File: src/rtl/mic1_pkg.sv
// Shared types and constants for the Mic-1 microinstruction datapath.
// No dependencies; every other file imports this package.
`timescale 1ns / 1ps

package mic1_pkg;

    localparam int DEF_MEM_WORDS = 1024;
    localparam int NREGS         = 9;
    localparam int WORD_W        = 32;

    // register file order follows the C-bus mask bits
    localparam int REG_MAR = 0;
    localparam int REG_MDR = 1;
    localparam int REG_PC  = 2;
    localparam int REG_SP  = 3;
    localparam int REG_LV  = 4;
    localparam int REG_CPP = 5;
    localparam int REG_TOS = 6;
    localparam int REG_OPC = 7;
    localparam int REG_H   = 8;
    localparam logic [3:0] SEL_MBR = 4'd9;

    // B-bus select codes
    localparam logic [3:0] BSEL_MDR   = 4'd0;
    localparam logic [3:0] BSEL_PC    = 4'd1;
    localparam logic [3:0] BSEL_MBR_U = 4'd2;
    localparam logic [3:0] BSEL_MBR_S = 4'd3;
    localparam logic [3:0] BSEL_SP    = 4'd4;
    localparam logic [3:0] BSEL_LV    = 4'd5;
    localparam logic [3:0] BSEL_CPP   = 4'd6;
    localparam logic [3:0] BSEL_TOS   = 4'd7;
    localparam logic [3:0] BSEL_OPC   = 4'd8;

    localparam int IN_TDATA_W  = 72;
    localparam int IN_TUSER_W  = 2;
    localparam int RES_W       = 228;
    localparam int OUT_TDATA_W = 232;

    typedef enum logic [1:0] {
        OP_EXEC        = 2'd0,
        OP_PRELOAD_REG = 2'd1,
        OP_PRELOAD_MEM = 2'd2,
        OP_NOP         = 2'd3
    } t_op;

    typedef enum logic [1:0] {
        MEM_NONE  = 2'd0,
        MEM_READ  = 2'd1,
        MEM_WRITE = 2'd2,
        MEM_FETCH = 2'd3
    } t_mem_code;

    typedef enum logic [1:0] {
        FN_AND  = 2'd0,
        FN_OR   = 2'd1,
        FN_NOTB = 2'd2,
        FN_ADD  = 2'd3
    } t_alu_fn;

    typedef struct packed {
        logic    sll8;
        logic    sra1;
        t_alu_fn fn;
        logic    ena;
        logic    enb;
        logic    inva;
        logic    inc;
    } t_alu_ctl;

    typedef struct packed {
        logic [WORD_W-1:0] value;
        logic              carry;
    } t_alu_res;

    // first field sits in the top bits, so alu_value lands at bit 0 of tdata
    typedef struct packed {
        logic              mem_fault;
        logic [WORD_W-1:0] h_now;
        logic [WORD_W-1:0] tos_now;
        logic [WORD_W-1:0] sp_now;
        logic [WORD_W-1:0] pc_now;
        logic [WORD_W-1:0] mdr_now;
        logic [WORD_W-1:0] mar_now;
        logic              carry_out;
        logic              flag_zero;
        logic              flag_negative;
        logic [WORD_W-1:0] alu_value;
    } t_result;

endpackage

File: src/rtl/mic1_alu.sv
// Mic-1 B-bus source select, ALU and shifter.
// Depends on mic1_pkg.
`timescale 1ns / 1ps

module mic1_alu
    import mic1_pkg::*;
(
    input  t_alu_ctl                     i_ctl,
    input  logic [3:0]                   i_bsel,
    input  logic [NREGS-1:0][WORD_W-1:0] i_rf,
    input  logic [7:0]                   i_mbr,
    output t_alu_res                     o_res
);

    logic [WORD_W-1:0] bus_b;
    logic [WORD_W-1:0] x;
    logic [WORD_W-1:0] y;
    logic [WORD_W-1:0] s;
    logic [WORD_W:0]   sum;

    always_comb begin
        case (i_bsel)
            BSEL_MDR:   bus_b = i_rf[REG_MDR];
            BSEL_PC:    bus_b = i_rf[REG_PC];
            BSEL_MBR_U: bus_b = {24'd0, i_mbr};
            BSEL_MBR_S: bus_b = {{24{i_mbr[7]}}, i_mbr};
            BSEL_SP:    bus_b = i_rf[REG_SP];
            BSEL_LV:    bus_b = i_rf[REG_LV];
            BSEL_CPP:   bus_b = i_rf[REG_CPP];
            BSEL_TOS:   bus_b = i_rf[REG_TOS];
            BSEL_OPC:   bus_b = i_rf[REG_OPC];
            default:    bus_b = '0;
        endcase
    end

    always_comb begin
        x   = i_ctl.ena ? i_rf[REG_H] : '0;
        x   = i_ctl.inva ? ~x : x;
        y   = i_ctl.enb ? bus_b : '0;
        sum = {1'b0, x} + {1'b0, y} + {{WORD_W{1'b0}}, i_ctl.inc};
        o_res.carry = 1'b0;
        case (i_ctl.fn)
            FN_AND:  s = x & y;
            FN_OR:   s = x | y;
            FN_NOTB: s = ~y;
            FN_ADD: begin
                s           = sum[WORD_W-1:0];
                o_res.carry = sum[WORD_W];
            end
            default: s = '0;
        endcase
        // SLL8 wins over SRA1
        if (i_ctl.sll8) begin
            o_res.value = {s[WORD_W-9:0], 8'd0};
        end else if (i_ctl.sra1) begin
            o_res.value = {s[WORD_W-1], s[WORD_W-1:1]};
        end else begin
            o_res.value = s;
        end
    end

endmodule

File: config.mk
export PLATFORM = sky130hd
export DESIGN_NAME = mic1_alu
export DESIGN_NICKNAME = d
export VERILOG_FILES = /design/src/rtl/mic1_pkg.sv /design/src/rtl/mic1_alu.sv
export SDC_FILE = /design/constraint.sdc
export NUM_CORES = 1
export LEC_CHECK = 0
export ABC_AREA = 0
export ABC_CLOCK_PERIOD_IN_PS = 5940
export CAP_MARGIN = 30
export CELL_PAD_IN_SITES_DETAIL_PLACEMENT = 1
export CELL_PAD_IN_SITES_GLOBAL_PLACEMENT = 2
export CORE_ASPECT_RATIO = 0.6
export CORE_UTILIZATION = 34
export DETAILED_ROUTE_END_ITERATION = 16
export DONT_BUFFER_PORTS = 1
export GPL_TIMING_DRIVEN = 1
export PLACE_DENSITY_LB_ADDON = 0.1
export SYNTH_ARGS = -nofsm -noshare
export SYNTH_HDL_FRONTEND = slang
export SYNTH_SLANG_ARGS = --single-unit
File: constraint.sdc
create_clock -name vclk -period 5.94
set_input_delay 0 -clock vclk [all_inputs]
set_output_delay 0 -clock vclk [all_outputs]
set_load 0.03 [all_outputs]
==> impl_metrics.prom <==
# TYPE chip_impl_metric gauge
chip_impl_metric{name="cp_num_buf_inv",unit=""} 1
chip_impl_metric{name="global_routing_usage_summed_across_all_routing_layers",unit="%"} 29.9
chip_impl_metric{name="hold_buffers",unit=""} 0
chip_impl_metric{name="nets",unit=""} 1221
chip_impl_metric{name="slew_viol_final",unit=""} 0
chip_impl_metric{name="seqCellArea",unit="um2"} 0
chip_impl_metric{name="yosysTopAreaCellShare",unit="%"} 13.5
chip_impl_metric{name="dr_total_vias",unit=""} 6994
chip_impl_metric{name="detailed_place_hpwl",unit="mm"} 23.3
chip_impl_metric{name="clock.fmax",unit="MHz"} 209
chip_impl_metric{name="syn-instance-count",unit=""} 882
chip_impl_metric{name="floorplan.die.width",unit="um"} 173
chip_impl_metric{name="first_iter_violations",unit=""} 707
chip_impl_info{name="synth_area_leader_cell",value="sky130_fd_sc_hd__ha_1"} 1
chip_impl_info{name="timing.critical_path.to_type",value="output port"} 1
chip_impl_metric{name="antenna_violations_before_repair",unit=""} 3
chip_impl_info{name="netlist_top_cells_area",value="sky130_fd_sc_hd__ha_1 (13%), sky130_fd_sc_hd__nand2_1 (7.3%), sky130_fd_sc_hd__xnor2_1 (6.5%), sky130_fd_sc_hd__inv_1 (5.9%), sky130_fd_sc_hd__mux4_2 (5.7%)"} 1
chip_impl_metric{name="core",unit="mm2"} 0.0171
chip_impl_metric{name="relSlewSlack",unit="%"} 31.6
chip_impl_info{name="worst_hold_path_type",value="input pin to output port"} 1
chip_impl_metric{name="hold_violations",unit=""} 0
chip_impl_metric{name="worst_path_largest_cell_delay",unit="ns"} 0.84
chip_impl_info{name="critical_path.startpoint_type",value="input pin"} 1
chip_impl_metric{name="wire_per_inst",unit="um"} 25.9
chip_impl_metric{name="layout.sequential_cells",unit=""} 0
chip_impl_metric{name="grt_remaining_overflow",unit=""} 0
chip_impl_metric{name="n_fill_cell",unit=""} 2239
chip_impl_metric{name="cp.required",unit="ns"} 5.94
chip_impl_info{name="cp_common_cell",value="sky130_fd_sc_hd__fa_1"} 1
chip_impl_metric{name="dr.pass1.iters",unit=""} 6
chip_impl_metric{name="mappedNetlistArea",unit="mm2"} 0.00594
chip_impl_metric{name="layout.clock_buffers",unit=""} 0
chip_impl_metric{name="area_delta_synth_final",unit="%"} 4.21
chip_impl_info{name="mostFrequentLayoutCells",value="sky130_fd_sc_hd__nand2_1 (116), sky130_fd_sc_hd__inv_1 (93), sky130_fd_sc_hd__ha_1 (64), sky130_fd_sc_hd__nor2_1 (56), sky130_fd_sc_hd__a21oi_1 (53)"} 1
chip_impl_metric{name="cts-resized-gates",unit=""} 0
chip_impl_metric{name="buffer_ports.inserted",unit=""} 0
chip_impl_metric{name="leakage",unit="uW"} 0.00278
chip_impl_metric{name="finalCritPeriodShare",unit="%"} 80.7
chip_impl_info{name="commonest_non_fill_non_tap_cell_in_the_layout",value="sky130_fd_sc_hd__nand2_1"} 1
chip_impl_metric{name="routed_wl",unit="mm"} 28.0
chip_impl_metric{name="ys.warnings.count",unit=""} 0
chip_impl_metric{name="post_synth_num_cell_types",unit=""} 72
chip_impl_metric{name="remaining_drc_errors",unit=""} 0
chip_impl_info{name="critical-path-slowest-cell",value="sky130_fd_sc_hd__and4bb_2"} 1
chip_impl_metric{name="grt_first_pass_wirelength",unit="mm"} 42.5
chip_impl_metric{name="worst_slack_after_detailed_placement",unit="ns"} 1.25
chip_impl_info{name="grt_setup_unrepaired",value="false"} 1
chip_impl_metric{name="gpl.final_weighted_congestion",unit=""} 0.936
chip_impl_info{name="critPathKind",value="input pin to output port"} 1
chip_impl_metric{name="initial_standard_cell_utilization_of_the_core",unit="%"} 34.7
chip_impl_metric{name="num_rows",unit=""} 37
chip_impl_metric{name="vdd_drop_max",unit="V"} 0.0000227
chip_impl_metric{name="postRouteAntennaNets",unit=""} 0
chip_impl_metric{name="critical_path_peak_fanout",unit=""} 32
chip_impl_metric{name="syn_area_per_cell",unit="um2"} 6.73
chip_impl_info{name="outcome",value="completed"} 1
chip_impl_info{name="top_cell_family_by_delay_on_the_critical_path",value="simple AND/OR/NAND/NOR gates"} 1
chip_impl_metric{name="first_global_vias",unit=""} 6943
chip_impl_metric{name="power",unit="uW"} 630
chip_impl_metric{name="seq_area_frac_synth",unit="%"} 0
chip_impl_metric{name="vias_per_cell",unit=""} 6.47
chip_impl_info{name="timing.hold.worst_endpoint",value="o_res[1]"} 1
chip_impl_metric{name="share_of_post_route_cells_with_drive_strength_above_1",unit="%"} 8.76
chip_impl_metric{name="worst-endpoint-arrival",unit="ns"} 4.79
chip_impl_metric{name="post_cts.repair.setup_buffers",unit=""} 0
chip_impl_metric{name="max-cap-violations",unit=""} 0
chip_impl_metric{name="totalNegativeSetupSlack",unit="ns"} 0
chip_impl_metric{name="die_y",unit="um"} 104
chip_impl_metric{name="timing.final.setup_violations",unit=""} 0
chip_impl_info{name="path_cells",value="and4bb_2, nand2_1, a41o_1, fa_1, fa_1, and2b_1, o2111ai_1, a211oi_2, o211a_4, nor3_4, nor4_1, mux2i_1, a211oi_1, o31ai_1, buf_4"} 1
chip_impl_info{name="hp-start",value="i_ctl[7]"} 1
chip_impl_metric{name="period_minus_slack",unit="ns"} 4.79
chip_impl_metric{name="boundary_pins",unit=""} 341
chip_impl_metric{name="tightest_pin_transition",unit="ns"} 1.02
chip_impl_metric{name="post_synthesis_net_count",unit=""} 1256
chip_impl_metric{name="design.die.area",unit="mm2"} 0.0180
chip_impl_metric{name="maximum_number_of_pins_on_one_net_before_global_route_repair",unit=""} 67
chip_impl_metric{name="power.density",unit="mW/mm2"} 102
chip_impl_metric{name="setup_slack",unit="ns"} 1.15
chip_impl_metric{name="timing.hold.worst_path_depth",unit=""} 1
-- layer usage --
metal / part of all wire [%] / up-vias / global-route usage [%] / wire length, um
li1: - / 3188 / - / -
met1: 48 / 3459 / 43.1 / 13400
met2: 43 / 315 / 46.9 / 12100
met3: 7.3 / 30 / 4.46 / 2030
met4: 1.7 / 2 / 5.23 / 468
met5: 0.046 / - / 0 / 13
-- power breakdown --
group          total [uW]  internal, uW  switching [uW]
Combinational         630           230             401
Clock           0.0000452     0.0000451               0
Sequential              0             0               0
Total                 630           230             401
-- cells in the mapped netlist, types with 5 or more instances --
master,number
sky130_fd_sc_hd__nand2_1,116
sky130_fd_sc_hd__inv_1,93
sky130_fd_sc_hd__ha_1,64
sky130_fd_sc_hd__nor2_1,56
sky130_fd_sc_hd__a21oi_1,53
sky130_fd_sc_hd__xnor2_1,44
sky130_fd_sc_hd__o21ai_0,42
sky130_fd_sc_hd__a22oi_1,41
sky130_fd_sc_hd__clkbuf_1,31
sky130_fd_sc_hd__buf_2,25
sky130_fd_sc_hd__a222oi_1,24
sky130_fd_sc_hd__o21ai_1,23
sky130_fd_sc_hd__nor3_1,19
sky130_fd_sc_hd__a221o_1,17
sky130_fd_sc_hd__mux2i_1,16
sky130_fd_sc_hd__mux4_2,15
sky130_fd_sc_hd__a21o_1,14
sky130_fd_sc_hd__nand3_1,12
sky130_fd_sc_hd__a211oi_1,11
sky130_fd_sc_hd__a31oi_1,11
sky130_fd_sc_hd__o211ai_1,9
sky130_fd_sc_hd__o31ai_1,9
sky130_fd_sc_hd__a221oi_1,8
sky130_fd_sc_hd__a22o_1,6
sky130_fd_sc_hd__a41o_1,6
sky130_fd_sc_hd__buf_1,6
sky130_fd_sc_hd__buf_4,6
sky130_fd_sc_hd__nand4_1,6
sky130_fd_sc_hd__nor4_1,6
sky130_fd_sc_hd__o22ai_1,6
sky130_fd_sc_hd__or3_1,6
sky130_fd_sc_hd__nand2b_1,5
sky130_fd_sc_hd__nor2b_1,5
sky130_fd_sc_hd__xor2_1,5
-- cell families (layout without fill, tap and decap cells) --
kind of cell	Yosys count	in the layout	synth area share (%)
fa+ha+maj	66	66	14.2
simple gates	255	255	20.3
xor+xnor	49	49	7.23
compound gates	316	316	38.5
other cells	0	2	0
mux	31	31	8.39
buf+inv	165	128	11.5
-- layout make-up --
type / instances / area [um2] / area share [%]
multi-input combinational: 717 / 5270 / 85.2
antenna: 2 / 5.00 / 0.0809
tap: 234 / 293 / 4.73
timing repair buffer: 32 / 258 / 4.16
inverter: 96 / 360 / 5.82
-- worst max-delay path by stage --
stage / from / to / slack, ns / cells after the start
global placement: i_bsel[3] / o_res[27] / 1.32 / 15
finish: i_bsel[3] / o_res[27] / 1.15 / 15
global route: i_bsel[3] / o_res[27] / 0.94 / 15
floorplan: i_bsel[1] / o_res[27] / 1.26 / 18
CTS: i_bsel[3] / o_res[27] / 1.22 / 15
detailed placement: i_bsel[3] / o_res[27] / 1.25 / 15
-- metrics by stage --
stage	instances	util, %	instance area [um2]	hold slack (ns)
floorplan	882	-	5940	0.236
global placement	1077	35.9	6150	0.146
detailed placement	1078	35.9	6160	0.146
CTS	1078	35.9	6160	0.146
global route	1081	36.1	6190	0.146
finish	1081	36.1	6190	0.148
No activity file was read; power rests on OpenSTA's default activity.
